`config.mk`:
```
export PLATFORM = sky130hd
export DESIGN_NAME = frame_rate_meter_limiter_unit
export DESIGN_NICKNAME = d
export VERILOG_FILES = /design/src/design/frmlu_pkg.sv /design/src/design/frame_rate_meter_limiter_unit.sv
export VERILOG_INCLUDE_DIRS = /design/src /design/src/design
export SDC_FILE = /design/constraint.sdc
export NUM_CORES = 1
export LEC_CHECK = 0
export BUFFER_PORTS_ARGS = -buffer_cell sky130_fd_sc_hd__buf_2
export CORE_MARGIN = 10
export CORE_UTILIZATION = 60
export CTS_CLUSTER_DIAMETER = 60
export CTS_CLUSTER_SIZE = 24
export DETAILED_ROUTE_END_ITERATION = 8
export PLACE_DENSITY_LB_ADDON = 0.1
export SETUP_SLACK_MARGIN = 0.2
export SYNTH_ARGS = -nofsm -noshare
export SYNTH_HDL_FRONTEND = slang
export SYNTH_SLANG_ARGS = --single-unit
```
`constraint.sdc`:
```
create_clock -name aclk -period 5.5 [get_ports aclk]
set_input_delay 0.825 -clock aclk [delete_from_list [all_inputs] [get_ports aclk]]
set_output_delay 0.825 -clock aclk [all_outputs]
set_load 0.01 [all_outputs]
```
`src/design/frame_rate_meter_limiter_unit_defines.svh`:
```
// Assertion macros for the frame rate meter and limiter.
// Define ASSERT_OFF to compile the checks away.
`ifndef FRAME_RATE_METER_LIMITER_UNIT_DEFINES_SVH
`define FRAME_RATE_METER_LIMITER_UNIT_DEFINES_SVH

`ifndef ASSERT_OFF
// Clocked check that is switched off while reset is asserted.
`define FRMLU_ASSERT_RST(lbl, clk, rst_n, prop, msg) \
    lbl: assert property (@(posedge clk) disable iff (!rst_n) (prop)) else $error(msg);
// Clocked check that also holds during reset.
`define FRMLU_ASSERT_ALWAYS(lbl, clk, prop, msg) \
    lbl: assert property (@(posedge clk) (prop)) else $error(msg);
`else
`define FRMLU_ASSERT_RST(lbl, clk, rst_n, prop, msg)
`define FRMLU_ASSERT_ALWAYS(lbl, clk, prop, msg)
`endif

`endif

```
`src/design/frmlu_pkg.sv`:
```
package frmlu_pkg;

    // Ring of recent frame intervals.
    localparam int WINDOW = 10;
    localparam int POS_W  = (WINDOW > 1) ? $clog2(WINDOW) : 1;
    localparam int CNT_W  = $clog2(WINDOW + 1);

    // Field widths.
    localparam int TS_W   = 32;
    localparam int INTV_W = 16;
    localparam int FPS_W  = 22;
    localparam int DLY_W  = 10;
    localparam int CFG_W  = 10;
    localparam int SUM_W  = INTV_W + CNT_W;

    // Arithmetic constants.
    localparam logic [INTV_W-1:0] INTV_MAX        = '1;
    localparam int                FPS_SCALE       = 1000 * 256;
    localparam logic [FPS_W-1:0]  FPS_FALLBACK_Q8 = FPS_W'(60 * 256);
    localparam int                BUDGET_MS       = 1000;
    localparam int                BUDGET_SHIFT    = FPS_W - DLY_W;
    localparam int                DIV_CNT_W       = $clog2(FPS_W + 1);
    localparam logic [CFG_W-1:0]  MAX_FPS_RESET   = CFG_W'(60);

    // Request kinds carried in tuser.
    localparam logic REQ_START = 1'b0;
    localparam logic REQ_END   = 1'b1;

    // Configuration port.
    localparam int   APB_ADDR_W  = 3;
    localparam int   APB_DATA_W  = 32;
    localparam logic REG_MAX_FPS = 1'b0;

endpackage

```
`src/design/frame_rate_meter_limiter_unit.sv`:
```
// Channel  | Direction | Payload                                   | Handshake
// s_       | in        | tdata: now_ms; tuser: req_type            | s_tvalid / s_tready
// m_       | out       | tdata: fps_q8 [21:0], delay_ms [31:22]    | m_tvalid / m_tready
// APB      | in        | max_fps at byte address 0                 | psel / penable / pready
//
// A frame-start item leaves the block idle, so it is ready for the next item at once.
// A frame-end item sums the N filled ring entries (at most 10) through the ring's
// registered read port, then one shared bit-serial divider runs 22 steps for the rate
// (skipped for an all-zero window) and 10 for the budget.
// Reset is synchronous and active low; it clears all event history and sets max_fps to 60.
// A finished result waits in the output register while new items are taken; the next
// result holds the block until that register is free.
`include "frame_rate_meter_limiter_unit_defines.svh"

module frame_rate_meter_limiter_unit
    import frmlu_pkg::*;
(
    input  logic                  aclk,
    input  logic                  aresetn,
    // Input item channel.
    input  logic                  s_tvalid,
    output logic                  s_tready,
    input  logic [TS_W-1:0]       s_tdata,   // [31:0] now_ms
    input  logic                  s_tuser,   // [0] req_type
    // Result item channel.
    output logic                  m_tvalid,
    input  logic                  m_tready,
    output logic [31:0]           m_tdata,   // [21:0] fps_q8, [31:22] delay_ms
    // Configuration port.
    input  logic                  psel,
    input  logic                  penable,
    input  logic                  pwrite,
    input  logic [APB_ADDR_W-1:0] paddr,
    input  logic [APB_DATA_W-1:0] pwdata,
    output logic [APB_DATA_W-1:0] prdata,
    output logic                  pready
);

    typedef enum logic [1:0] {
        ST_IDLE,
        ST_SUM,
        ST_DIV,
        ST_DONE
    } state_t;

    typedef enum logic {
        PH_FPS,
        PH_BUDGET
    } div_phase_t;

    state_t                 state_reg, state_next;
    div_phase_t             phase_reg, phase_next;
    logic [CFG_W-1:0]       max_fps_reg, max_fps_next;
    logic [TS_W-1:0]        start_time_reg, start_time_next;
    logic [TS_W-1:0]        prev_end_reg, prev_end_next;
    logic                   have_prev_reg, have_prev_next;
    logic [POS_W-1:0]       pos_reg, pos_next;
    logic [CNT_W-1:0]       count_reg, count_next;
    logic [CNT_W-1:0]       idx_reg, idx_next;
    logic                   rd_valid_reg, rd_valid_next;
    logic [INTV_W-1:0]      rd_data_reg;
    logic [SUM_W-1:0]       sum_reg, sum_next;
    logic [TS_W-1:0]        frame_reg, frame_next;
    logic [FPS_W-1:0]       fps_reg, fps_next;
    logic [FPS_W-1:0]       div_num_reg, div_num_next;
    logic [SUM_W-1:0]       div_rem_reg, div_rem_next;
    logic [SUM_W-1:0]       div_den_reg, div_den_next;
    logic [FPS_W-1:0]       div_quo_reg, div_quo_next;
    logic [DIV_CNT_W-1:0]   div_cnt_reg, div_cnt_next;
    logic                   m_tvalid_reg, m_tvalid_next;
    logic [31:0]            m_tdata_reg, m_tdata_next;

    logic [INTV_W-1:0]      ring_mem [WINDOW];

    logic                   in_fire;
    logic                   end_fire;
    logic                   apb_wr;
    logic [TS_W-1:0]        since_prev;
    logic [INTV_W-1:0]      intv;
    logic                   rd_en;
    logic [SUM_W:0]         trial;
    logic [SUM_W:0]         trial_diff;
    logic                   trial_ge;
    logic [SUM_W-1:0]       rem_step;
    logic [FPS_W-1:0]       quo_step;
    logic [CFG_W-1:0]       rate;
    logic [DLY_W-1:0]       budget;
    logic [DLY_W-1:0]       delay;

    // Handshakes and configuration access.
    assign s_tready = (state_reg == ST_IDLE);
    assign in_fire  = s_tvalid && s_tready;
    assign end_fire = in_fire && (s_tuser == REQ_END);
    assign pready   = 1'b1;
    assign apb_wr   = psel && penable && pwrite && pready
                      && (paddr[APB_ADDR_W-1] == REG_MAX_FPS);
    assign prdata   = (paddr[APB_ADDR_W-1] == REG_MAX_FPS) ?
                      APB_DATA_W'(max_fps_reg) : '0;
    assign m_tvalid = m_tvalid_reg;
    assign m_tdata  = m_tdata_reg;

    // Interval since the previous end event, saturated, zero for the first one.
    assign since_prev = s_tdata - prev_end_reg;
    assign intv = !have_prev_reg        ? '0 :
                  (|since_prev[TS_W-1:INTV_W]) ? INTV_MAX : since_prev[INTV_W-1:0];

    // The ring is read one filled entry per cycle while summing.
    assign rd_en = (state_reg == ST_SUM) && (idx_reg < count_reg);

    // One restoring division step: one quotient bit per cycle.
    assign trial      = {div_rem_reg, div_num_reg[FPS_W-1]};
    assign trial_diff = trial - {1'b0, div_den_reg};
    assign trial_ge   = (trial >= {1'b0, div_den_reg});
    assign rem_step   = trial_ge ? trial_diff[SUM_W-1:0] : trial[SUM_W-1:0];
    assign quo_step   = {div_quo_reg[FPS_W-2:0], trial_ge};

    // Zero max_fps counts as one frame per second.
    assign rate = (max_fps_reg == '0) ? CFG_W'(1) : max_fps_reg;

    // Delay from the budget held in the quotient after the second division.
    assign budget = div_quo_reg[DLY_W-1:0];
    assign delay  = (frame_reg >= TS_W'(budget)) ? '0 : (budget - frame_reg[DLY_W-1:0]);

    // Next-state logic of the sequencer.
    always_comb begin
        state_next      = state_reg;
        phase_next      = phase_reg;
        max_fps_next    = apb_wr ? pwdata[CFG_W-1:0] : max_fps_reg;
        start_time_next = start_time_reg;
        prev_end_next   = prev_end_reg;
        have_prev_next  = have_prev_reg;
        pos_next        = pos_reg;
        count_next      = count_reg;
        idx_next        = idx_reg;
        rd_valid_next   = 1'b0;
        sum_next        = sum_reg;
        frame_next      = frame_reg;
        fps_next        = fps_reg;
        div_num_next    = div_num_reg;
        div_rem_next    = div_rem_reg;
        div_den_next    = div_den_reg;
        div_quo_next    = div_quo_reg;
        div_cnt_next    = div_cnt_reg;
        m_tvalid_next   = m_tvalid_reg && !m_tready;
        m_tdata_next    = m_tdata_reg;

        unique case (state_reg)
            ST_IDLE: begin
                if (in_fire && (s_tuser == REQ_START)) begin
                    start_time_next = s_tdata;
                end
                if (end_fire) begin
                    prev_end_next  = s_tdata;
                    have_prev_next = 1'b1;
                    frame_next     = s_tdata - start_time_reg;
                    pos_next       = (pos_reg == POS_W'(WINDOW - 1)) ? '0 : pos_reg + 1'b1;
                    count_next     = (count_reg == CNT_W'(WINDOW)) ? count_reg
                                                                   : count_reg + 1'b1;
                    idx_next       = '0;
                    sum_next       = '0;
                    state_next     = ST_SUM;
                end
            end

            ST_SUM: begin
                // Accumulate the entry read in the previous cycle.
                if (rd_valid_reg) begin
                    sum_next = sum_reg + SUM_W'(rd_data_reg);
                end
                if (rd_en) begin
                    idx_next = idx_reg + 1'b1;
                end
                rd_valid_next = rd_en;
                if (!rd_en && !rd_valid_reg) begin
                    div_rem_next = '0;
                    div_quo_next = '0;
                    state_next   = ST_DIV;
                    if (sum_reg == '0) begin
                        // No measured time yet: report the fallback rate.
                        fps_next     = FPS_FALLBACK_Q8;
                        phase_next   = PH_BUDGET;
                        div_num_next = FPS_W'(BUDGET_MS) << BUDGET_SHIFT;
                        div_den_next = SUM_W'(rate);
                        div_cnt_next = DIV_CNT_W'(DLY_W);
                    end else begin
                        phase_next   = PH_FPS;
                        div_num_next = FPS_W'(count_reg) * FPS_W'(FPS_SCALE);
                        div_den_next = sum_reg;
                        div_cnt_next = DIV_CNT_W'(FPS_W);
                    end
                end
            end

            ST_DIV: begin
                div_num_next = div_num_reg << 1;
                div_rem_next = rem_step;
                div_quo_next = quo_step;
                div_cnt_next = div_cnt_reg - 1'b1;
                if (div_cnt_reg == DIV_CNT_W'(1)) begin
                    if (phase_reg == PH_FPS) begin
                        // Rate done; start the frame budget division.
                        fps_next     = quo_step;
                        phase_next   = PH_BUDGET;
                        div_num_next = FPS_W'(BUDGET_MS) << BUDGET_SHIFT;
                        div_rem_next = '0;
                        div_quo_next = '0;
                        div_den_next = SUM_W'(rate);
                        div_cnt_next = DIV_CNT_W'(DLY_W);
                    end else begin
                        state_next = ST_DONE;
                    end
                end
            end

            ST_DONE: begin
                // Hand the item over once the output register is free.
                if (!m_tvalid_reg || m_tready) begin
                    m_tvalid_next = 1'b1;
                    m_tdata_next  = {delay, fps_reg};
                    state_next    = ST_IDLE;
                end
            end

            default: begin
                state_next = ST_IDLE;
            end
        endcase
    end

    // State and registered outputs.
    always_ff @(posedge aclk) begin
        if (!aresetn) begin
            state_reg      <= ST_IDLE;
            phase_reg      <= PH_FPS;
            max_fps_reg    <= MAX_FPS_RESET;
            start_time_reg <= '0;
            prev_end_reg   <= '0;
            have_prev_reg  <= 1'b0;
            pos_reg        <= '0;
            count_reg      <= '0;
            idx_reg        <= '0;
            rd_valid_reg   <= 1'b0;
            div_cnt_reg    <= '0;
            m_tvalid_reg   <= 1'b0;
        end else begin
            state_reg      <= state_next;
            phase_reg      <= phase_next;
            max_fps_reg    <= max_fps_next;
            start_time_reg <= start_time_next;
            prev_end_reg   <= prev_end_next;
            have_prev_reg  <= have_prev_next;
            pos_reg        <= pos_next;
            count_reg      <= count_next;
            idx_reg        <= idx_next;
            rd_valid_reg   <= rd_valid_next;
            div_cnt_reg    <= div_cnt_next;
            m_tvalid_reg   <= m_tvalid_next;
        end
        sum_reg     <= sum_next;
        frame_reg   <= frame_next;
        fps_reg     <= fps_next;
        div_num_reg <= div_num_next;
        div_rem_reg <= div_rem_next;
        div_den_reg <= div_den_next;
        div_quo_reg <= div_quo_next;
        m_tdata_reg <= m_tdata_next;
    end

    // Interval ring: written on an end item, read with a registered port.
    always_ff @(posedge aclk) begin
        if (end_fire) begin
            ring_mem[pos_reg] <= intv;
        end
        if (rd_en) begin
            rd_data_reg <= ring_mem[idx_reg[POS_W-1:0]];
        end
    end

    // An end item always starts the ring sum.
    `FRMLU_ASSERT_RST(a_end_starts_sum, aclk, aresetn, end_fire |=> (state_reg == ST_SUM), "end item did not start the ring sum")
    // Away from idle the fill count is between one and the window size.
    `FRMLU_ASSERT_RST(a_fill_in_range, aclk, aresetn, (state_reg != ST_IDLE) |-> ((count_reg != '0) && (count_reg <= CNT_W'(WINDOW))), "fill count out of range while busy")
    // A pending result is never overwritten by the next one.
    `FRMLU_ASSERT_RST(a_no_overwrite, aclk, aresetn, ((state_reg == ST_DONE) && m_tvalid_reg && !m_tready) |=> ((state_reg == ST_DONE) && $stable(m_tdata_reg)), "pending result overwritten")
    // The ring position stays inside the window whenever reset is not asserted.
    `FRMLU_ASSERT_ALWAYS(a_pos_in_range, aclk, !aresetn || (pos_reg < POS_W'(WINDOW)) || (WINDOW == (1 << POS_W)), "ring position out of range")

endmodule

```
==> impl_metrics.tcl, run 1 <==
set metrics [dict create \
    post_cts_resized 0 \
    worstSetupStartpointType "input port" \
    post-route-period-util_pct 72.9 \
    hold_violations 0 \
    initial_core_util_pct 60.5 \
    cts_hold_buf 0 \
    layout_common_cells "edfxtp_1 (354), nand2_1 (266), inv_1 (157), ha_1 (143), a21oi_1 (130)" \
    gp_congestion 0.867 \
    worst_slack_ns 1.49 \
    drive_gt1_share_pct 11.1 \
    min_period_ns 4.01 \
    outcome "finished, final reports clean" \
    rsz0062_at_grt "no" \
    final_util_pct 65.9 \
    cts_sinks 451 \
    via_count 16000 \
    yosysWarnings 0 \
    antenna_found_initial 1 \
    final_common_cell "edfxtp_1" \
    slew_headroom_pct 22.4 \
    hp-class "flop to flop" \
    top_register "ring_mem" \
    grt_pass1_wl_um 82000 \
    leakage_nw 9.59 \
    grt_max_degree 67 \
    finClkSkew_ns 0.0353 \
    crit_chain "buf_2 -> inv_1 -> ha_1 -> fa_1 -> nand2b_1 -> a21oi_1 -> o41a_1 -> a211o_1 -> a31oi_1 -> o31ai_1 -> mux2i_1 -> nor4_4 -> buf_4 -> a21boi_1" \
    ioPinCount 142 \
    grt.overflow.total 0 \
    rows 73 \
    area_growth_pct 9.02 \
    drv_slew 0 \
    tightestPinTransition_ns 1.16 \
    synthCells 2176 \
    clk_pin_slew_ns 0.08 \
    synth_edf_count 354 \
    max_stage_delay_ns 0.59 \
    setup_viol 0 \
    cts_setup_buffers 0 \
    dpl.hpwl_um 35200 \
    h-tree-depth 2 \
    io_buffers 94 \
    grt_pass1_vias 15400 \
    ant_nets 0 \
    ys_ff_latch 451 \
    grtUsageTotal_pct 21.1 \
    cp.required_ns 5.76 \
    synth_flop_cell "edfxtp_1" \
    ys_seq_area_share_pct 52.5 \
    n_fill_cell 3073 \
    fmax_mhz 249 \
    critical_path_class "input port to flop" \
    critical_path_buf_inv_count 3 \
    drc 0 \
    worstPathMaxFanout 16 \
    clockBufferDepth 3 \
    cap_violations 0 \
    first_pass_iters 5 \
    vias_per_cell 5.70 \
    powerDensity_nw_per_um2 427 \
    die_area_um2 48300 \
    crit_path_top_delay_cell "a21boi_1" \
    synthDistinctLibCells 82 \
    cp-end-kind "flop" \
    final_nets 2480 \
    wl_per_cell_um 18.0 \
    clk_latency_ns 0.57 \
    fin_setup_tns_ns 0 \
    initialDrtViolationCount 1044 \
    drt_wl_total_um 50500 \
    cpLargestDelayFamily "compound AO/OA/AOI/OAI gates" \
    dp_slack_ns 0.957 \
    syn_area_um2 23900 \
    cts_root_buf "clkbuf_16" \
    crit_arrival_ns 4.27 \
    multi_input_area_um2 10400 \
    syn_avg_cell_area_um2 11.0 \
    core_area_um2 39500 \
    synthArstFlopShare_pct 0 \
    ir_worst_vdd_uv 296 \
    die_x_um 220 \
    ff_latch_area_um2 12600 \
    numCtsBuffers 36 \
    largest_reg_flops 160 \
    fp.dieH_um 220 \
    cts_tree "yes" \
]
worst register-to-register path, stage by stage (launching register included):
cell      delay [ns]
dfxtp_1         0.33
ha_1            0.20
fa_1            0.39
nand2b_1        0.20
a21oi_1         0.24
o41a_1          0.32
a211o_1         0.20
a31oi_1         0.14
o31ai_1         0.33
mux2i_1         0.35
nor4_4          0.08
buf_4           0.22
a21boi_1        0.59
report_power, final:
part	leakage, nW	switching [mW]	total [mW]	internal, mW
logic	4.97	2.27	3.70	1.43
clock network	0.568	1.32	2.63	1.31
registers	4.06	0.282	4.79	4.51
total	9.59	3.87	11.1	7.25
cell type report:
class                   instances  area share (%)
well taps                     525            2.52
clock buffers                  42            3.66
inverters                     160            2.30
flip-flops and latches        451            48.2
diodes                          2          0.0192
repair buffers                119            2.52
clock inverters                22           0.907
multi-input cells            1482            39.9
cell families (layout without fill, tap and decap cells):
group / count (synthesis) / after routing / synth area share, %
flops: 451 / 451 / 52.5
simple gates: 677 / 677 / 13.6
mux: 56 / 56 / 4.03
fa+ha+maj: 155 / 155 / 8.48
other cells: 2 / 25 / 0.0314
compound gates: 490 / 490 / 13.7
xor+xnor: 81 / 81 / 2.97
buf+inv: 264 / 343 / 4.64
cells in the mapped netlist (5+ instances only):
cell | n | share of area, %
a21o_1 | 29 | 0.91
mux2i_1 | 22 | 0.92
inv_1 | 158 | 2.5
mux4_2 | 32 | 3.0
buf_4 | 24 | 0.75
nor4_1 | 13 | 0.34
nand3b_1 | 5 | 0.16
o31ai_1 | 6 | 0.19
a21boi_0 | 86 | 2.7
o21ai_1 | 6 | 0.13
and3_1 | 14 | 0.37
a211o_1 | 6 | 0.22
or3_1 | 13 | 0.34
buf_2 | 10 | 0.21
or2_2 | 9 | 0.24
a21boi_1 | 10 | 0.31
nor2_1 | 114 | 1.8
fa_1 | 12 | 1.0
nand2b_1 | 27 | 0.71
edfxtp_1 | 354 | 44
ha_1 | 143 | 7.5
o211ai_1 | 5 | 0.16
dfxtp_1 | 97 | 8.1
nand4_1 | 15 | 0.39
xor2_1 | 18 | 0.66
a21oi_1 | 130 | 2.7
nor3_1 | 38 | 0.79
clkbuf_1 | 61 | 0.96
nand3_1 | 35 | 0.73
a211oi_1 | 40 | 1.3
o21bai_1 | 13 | 0.41
nand2_1 | 266 | 4.2
a2111oi_0 | 7 | 0.26
a31oi_1 | 14 | 0.37
and2_1 | 52 | 1.4
o21a_1 | 24 | 0.75
buf_1 | 6 | 0.094
o31a_1 | 5 | 0.18
nor2b_1 | 59 | 1.5
o21ai_0 | 60 | 1.3
xnor2_1 | 63 | 2.3
routing by layer:
layer / track usage [%] / vias to the layer above / share of wire [%] / wire length, µm
li1: - / 7925 / - / -
met1: 28.5 / 7667 / 45 / 22800
met2: 35.4 / 322 / 48 / 24400
met3: 3.17 / 66 / 4.8 / 2430
met4: 4.82 / 0 / 1.8 / 907
met5: 0 / - / 0 / 0
metrics by stage:
stage	instances	power (mW)	instance area, µm²	hold slack (ns)
5_1_grt	2802	11.9	26100	0.431
3_5_place_dp	2737	8.55	24900	0.405
3_3_place_gp	2737	8.45	24900	0.400
2_1_floorplan	2197	7.62	24000	0.400
6_report	2803	11.1	26100	0.422
4_1_cts	2801	11.2	26100	0.424
worst paths after layout:
check                           depth (start not counted)  slack (ns)             from        endpoint
worst max-delay path                                   14        1.49       s_tdata[0]  ring_mem[2][5]
worst min-delay path                                    0        0.42       fps_reg[5]      m_tdata[5]
worst min register to register                          0        0.42       fps_reg[5]      m_tdata[5]
worst max register to register                         12        1.61  prev_end_reg[0]  ring_mem[2][5]
(Power assumes the default switching activity.)
==> run 2: changes to the inputs <==
--- a/config.mk
+++ b/config.mk
@@ -8,7 +8,7 @@
 export LEC_CHECK = 0
 export BUFFER_PORTS_ARGS = -buffer_cell sky130_fd_sc_hd__buf_2
 export CORE_MARGIN = 10
-export CORE_UTILIZATION = 60
+export CORE_UTILIZATION = 56
 export CTS_CLUSTER_DIAMETER = 60
 export CTS_CLUSTER_SIZE = 24
 export DETAILED_ROUTE_END_ITERATION = 8
==> constraint.sdc (replaced) <==
create_clock -name aclk -period 3.24 [get_ports aclk]
set_input_delay 0.486 -clock aclk [delete_from_list [all_inputs] [get_ports aclk]]
set_output_delay 0.486 -clock aclk [all_outputs]
set_load 0.01 [all_outputs]
==> impl_metrics.tcl, run 2 (same netlist as run 1, synthesis figures left out) <==
set metrics [dict create \
    outcome "complete, but fails checks" \
    violations "negative setup slack" \
    cp-end-kind "flop" \
    place_area_um2 26500 \
    post-route-period-util_pct 102 \
    grt.overflow.total 0 \
    grtUsageTotal_pct 21.7 \
    cts_hold_buf 0 \
    stdcell_area_um2 28900 \
    finClkSkew_ns 0.0336 \
    max_stage_delay_ns 0.41 \
    fp.dieH_um 227 \
    numCtsBuffers 37 \
    p_sw_mw 7.12 \
    drc 0 \
    initial_core_util_pct 56.8 \
    crit_chain "ha_4 -> fa_2 -> nand2b_4 -> a21oi_2 -> o41a_1 -> a21o_1 -> o41a_1 -> xnor2_1 -> o311ai_2 -> nor4_4 -> buf_6 -> buf_12 -> buf_4 -> a21boi_4 -> buf_6" \
    gp_congestion 0.893 \
    clk_pin_slew_ns 0.08 \
    p_int_mw 13.5 \
    io_buffers 94 \
    vias_per_cell 5.65 \
    top_register "ring_mem" \
    rsz0062_at_grt "yes" \
    p_seq_share_pct 39.6 \
    hold_violations 0 \
    drive_gt1_share_pct 23.2 \
    combPwrFrac_pct 36.7 \
    rows 75 \
    die_area_um2 51400 \
    h-tree-depth 2 \
    final_nets 2716 \
    leakage_nw 11.0 \
    crit_arrival_ns 3.64 \
    worstPathMaxFanout 6 \
    powerDensity_nw_per_um2 713 \
    place_inst 2937 \
    worst_slack_ns -0.0594 \
    grt_pass1_vias 16800 \
    hp-class "input port to flop" \
    cts_root_buf "clkbuf_16" \
    final_common_cell "edfxtp_1" \
    setup_viol 75 \
    initialDrtViolationCount 1245 \
    via_count 17300 \
    finalNonFillerCells 3054 \
    crit_path_top_delay_cell "o41a_1" \
    cts_tree "yes" \
    wl_per_cell_um 18.5 \
    p_clk_share_pct 23.8 \
    min_period_ns 3.30 \
    tightestPinTransition_ns 1.12 \
    clockBufferDepth 3 \
    largest_reg_flops 160 \
    area_growth_pct 20.6 \
    core_area_um2 42100 \
    first_pass_iters 5 \
    netSwitchingFraction_pct 34.6 \
    die_x_um 227 \
    worstSetupStartpointType "flop" \
    critical_path_class "flop to flop" \
    ioPinCount 142 \
    n_antenna_cell 0 \
    cp.required_ns 3.58 \
    layout_common_cells "edfxtp_1 (354), nand2_1 (266), buf_4 (230), inv_1 (149), ha_1 (128)" \
    slew_headroom_pct 24.9 \
    dpl.hpwl_um 39000 \
    drt_wl_total_um 56600 \
    cap_violations 0 \
    timing.hold.ws_ns 0.135 \
    grt_max_degree 67 \
    fmax_mhz 303 \
    antenna_found_initial 0 \
    drv_slew 0 \
    final_util_pct 68.5 \
    cts_sinks 451 \
    n_fill_cell 3149 \
    ir_worst_vdd_uv 444 \
    ant_nets 0 \
    clk_latency_ns 0.59 \
    grt_pass1_wl_um 88500 \
]
[run 2: changes by cell type in the layout (fill, tap and decap cells not counted), moves of 7 or more]
cell | previous run | this run
buf_4 | 25 | 230
a21boi_4 | 0 | 23
ha_1 | 143 | 128
a21oi_1 | 130 | 117
a21oi_2 | 4 | 15
ha_4 | 0 | 11
buf_6 | 0 | 10
a21boi_1 | 10 | 1
inv_1 | 157 | 149
o21ai_0 | 60 | 52
a21boi_0 | 86 | 79
dfxtp_1 | 96 | 89
[run 2: path summary, 6_finish.rpt]
path / startpoint / slack (ns) / cells after the start / to
max reg2reg: prev_end_reg[0] / -0.06 / 15 / ring_mem[4][0]
min reg2reg: fps_reg[1] / 0.42 / 0 / m_tdata[1]
min: pwdata[2] / 0.13 / 3 / max_fps_reg[2]
max: prev_end_reg[0] / -0.06 / 15 / ring_mem[4][0]
[run 2: power by group through the flow]
stage	clock network (mW)	registers (mW)	logic, mW
after floorplan	0	8.10	4.91
after global placement	0	8.23	6.68
after detailed placement	0	8.27	6.83
after CTS	4.99	8.15	7.08
after global routing	5.20	8.25	8.35
final	4.90	8.15	7.55
[run 2: final cells by class]
| type | instances | area (µm²) | area share [%] |
|---|---|---|---|
| flip-flops and latches | 451 | 12600 | 43.6 |
| multi-input cells | 1492 | 11100 | 38.5 |
| repair buffers | 344 | 2500 | 8.67 |
| clock buffers | 43 | 1000 | 3.47 |
| well taps | 539 | 674 | 2.34 |
| inverters | 160 | 624 | 2.16 |
| clock inverters | 25 | 348 | 1.21 |
[run 2: stage by stage]
stage | TNS [ns] | worst slack (ns) | total power [mW]
2_1_floorplan | -7.35 | -0.0502 | 13.0
3_3_place_gp | -56.86 | -0.393 | 14.9
3_5_place_dp | -76.00 | -0.555 | 15.1
4_1_cts | -0.616 | -0.0319 | 20.2
5_1_grt | -16.70 | -0.177 | 21.8
6_report | -1.68 | -0.0594 | 20.6
[run 2: repair_timing]
| item | in CTS | in global routing |
|---|---|---|
| buffers inserted | 13 | 22 |
| endpoints found under the setup margin | 167 | 193 |
| resized for setup | 62 | 88 |
| gates cloned | 11 | 3 |
| pin swaps | 20 | 53 |
[run 2: routing by layer]
layer	vias up	share of wire (%)	track usage [%]
li1	8429	-	-
met1	8374	44	28.7
met2	371	49	36.6
met3	81	5.1	2.93
met4	0	2.2	6.23
met5	-	0	0
[run 2: worst max-delay path, delay by kind of cell, from the launching register on]
kind | cells | cell delay (ns)
adder cells (fa/ha/maj) | 2 | 0.33
AND/OR/NAND/NOR | 2 | 0.36
AO/OA/AOI/OAI | 6 | 1.29
flip-flops | 1 | 0.34
XOR/XNOR | 1 | 0.19
buffers and inverters | 4 | 0.55
==> run 3: changes to the inputs <==
--- a/config.mk
+++ b/config.mk
@@ -7,11 +7,13 @@
 export NUM_CORES = 1
 export LEC_CHECK = 0
 export BUFFER_PORTS_ARGS = -buffer_cell sky130_fd_sc_hd__buf_2
+export CORE_ASPECT_RATIO = 1.1
 export CORE_MARGIN = 10
 export CORE_UTILIZATION = 56
 export CTS_CLUSTER_DIAMETER = 60
 export CTS_CLUSTER_SIZE = 24
 export DETAILED_ROUTE_END_ITERATION = 8
+export GPL_TIMING_DRIVEN = 0
 export PLACE_DENSITY_LB_ADDON = 0.1
 export SETUP_SLACK_MARGIN = 0.2
 export SYNTH_ARGS = -nofsm -noshare
==> impl_metrics.tcl, run 3 (same netlist as run 1, synthesis figures left out) <==
set metrics [dict create \
    top_register "ring_mem" \
    initialDrtViolationCount 1197 \
    numCtsBuffers 35 \
    io_buffers 93 \
    drv_slew 0 \
    place_inst 2867 \
    finClkSkew_ns 0.0421 \
    die_x_um 217 \
    cts_root_buf "clkbuf_16" \
    min_period_ns 3.38 \
    grt_pass1_vias 16700 \
    final_common_cell "edfxtp_1" \
    grtUsageTotal_pct 22.5 \
    final_nets 2659 \
    grtUsageMet3_pct 3.88 \
    met2_usage_pct 38.7 \
    initial_core_util_pct 56.6 \
    cpLargestDelayFamily "compound AO/OA/AOI/OAI gates" \
    dpl.hpwl_um 41100 \
    grt_max_degree 42 \
    grt_use_met1_pct 27.9 \
    critical_path_class "flop to flop" \
    stdcell_area_um2 28700 \
    fmax_mhz 296 \
    ant_nets 0 \
    wl_per_cell_um 19.8 \
    slew_headroom_pct 35.8 \
    antenna_found_initial 2 \
    rsz0062_at_grt "yes" \
    critical_path_buf_inv_count 5 \
    place_area_um2 25500 \
    clk_latency_ns 0.60 \
    clk_pin_slew_ns 0.08 \
    drc 0 \
    cts_sinks 451 \
    die_area_um2 51400 \
    ioPinCount 142 \
    first_pass_iters 5 \
    core_area_um2 42300 \
    post-route-period-util_pct 104 \
    leakage_nw 10.5 \
    max_stage_delay_ns 0.57 \
    fp.dieH_um 237 \
    vias_per_cell 5.71 \
    finalNonFillerCells 3023 \
    crit_chain "inv_1 -> ha_1 -> a21oi_2 -> nand2_1 -> o21ai_4 -> a21oi_1 -> or4_1 -> o311ai_4 -> o311ai_4 -> nor4_4 -> buf_6 -> buf_8 -> buf_4 -> a21boi_4 -> buf_12" \
    tightestPinTransition_ns 0.963 \
    area_growth_pct 19.8 \
    critical_path.most_common_cell "o311ai_4" \
    crit_path_top_delay_cell "or4_1" \
    hp-class "input port to flop" \
    cp.required_ns 3.58 \
    cts_tree "yes" \
    violations "negative setup slack" \
    drt_wl_total_um 60000 \
    layout_common_cells "edfxtp_1 (354), nand2_1 (266), inv_1 (148), ha_1 (128), a21oi_1 (107)" \
    grt_most_used_layer "met2" \
    outcome "complete, but fails checks" \
    grt.overflow.total 0 \
    worstPathMaxFanout 10 \
    total_power_mw 20.4 \
    cp-end-kind "flop" \
    cts_hold_buf 0 \
    h-tree-depth 2 \
    via_count 17300 \
    cap_violations 0 \
    setup_viol 150 \
    crit_arrival_ns 3.72 \
    ir_worst_vdd_uv 418 \
    worstSetupStartpointType "flop" \
    gp_congestion 0.896 \
    fin_setup_tns_ns -10.04 \
    grt_pass1_wl_um 92300 \
    largest_reg_flops 160 \
    hold_violations 0 \
    worst_slack_ns -0.138 \
    rows 79 \
    drive_gt1_share_pct 20.7 \
    timing.hold.ws_ns 0.118 \
    clockBufferDepth 3 \
    powerDensity_nw_per_um2 711 \
]
## run 3: changes by cell type in the layout (fill, tap and decap cells not counted), sizes merged
cell           before  now
clkbuf             43   99
buf               344  224
clkinv             15    9
bufinv              3    0
clkinvlp            2    8
diode               0    1
clkdlybuf4s15       0    1
inv               165  171
## run 3: per-layer routing
metal / routed length, µm / share of wire [%]
met1: 24800 / 41
met2: 30300 / 50
met3: 2960 / 4.9
met4: 1920 / 3.2
met5: 13 / 0.022
## run 3: power breakdown
part / internal (mW) / switching (mW)
Sequential: 7.65 / 0.476
Combinational: 3.17 / 4.61
Clock: 2.17 / 2.31
Total: 13.0 / 7.40
## run 3: timing repair
action                                  4_1_cts  5_1_grt
pin swaps                                    52       67
setup buffers                                35       40
cloned                                       15        2
endpoints found under the setup margin      337      298
resized for setup                           137      121
## run 3: final cells by class
class / count / area, µm²
antenna: 1 / 2.50
buffer: 104 / 559
clock buffer: 38 / 908
clock inverter: 25 / 256
fill: 3096 / 13600
inverter: 160 / 628
multi-input combinational: 1492 / 11500
sequential: 451 / 12600
tap: 567 / 709
timing repair buffer: 182 / 1430
timing repair inverter: 3 / 22.5
## run 3: metrics by stage
| stage | utilization [%] | setup slack (ns) |
|---|---|---|
| 3_3_place_gp | 59.9 | -1.09 |
| 4_1_cts | 65.9 | -0.122 |
| 2_1_floorplan | - | -0.0502 |
| 3_5_place_dp | 60.4 | -1.18 |
| 6_report | 67.7 | -0.138 |
| 5_1_grt | 67.7 | -0.223 |
## run 3: path summary, 6_finish.rpt
check	startpoint	end	slack, ns	depth (start not counted)
max	prev_end_reg[6]	ring_mem[1][7]	-0.14	15
min	pwdata[3]	max_fps_reg[3]	0.12	3
max reg2reg	prev_end_reg[6]	ring_mem[1][7]	-0.14	15
min reg2reg	fps_reg[10]	m_tdata[10]	0.42	0
## run 3: worst reg2reg max path: stages, from the launching register on
cell and delay [ns]:
dfxtp_1 0.34, inv_1 0.05, ha_1 0.33, a21oi_2 0.24, nand2_1 0.12, o21ai_4 0.22, a21oi_1 0.13, or4_1 0.57
o311ai_4 0.14, o311ai_4 0.17, nor4_4 0.23, buf_6 0.16, buf_8 0.12, buf_4 0.12, a21boi_4 0.06, buf_12 0.16
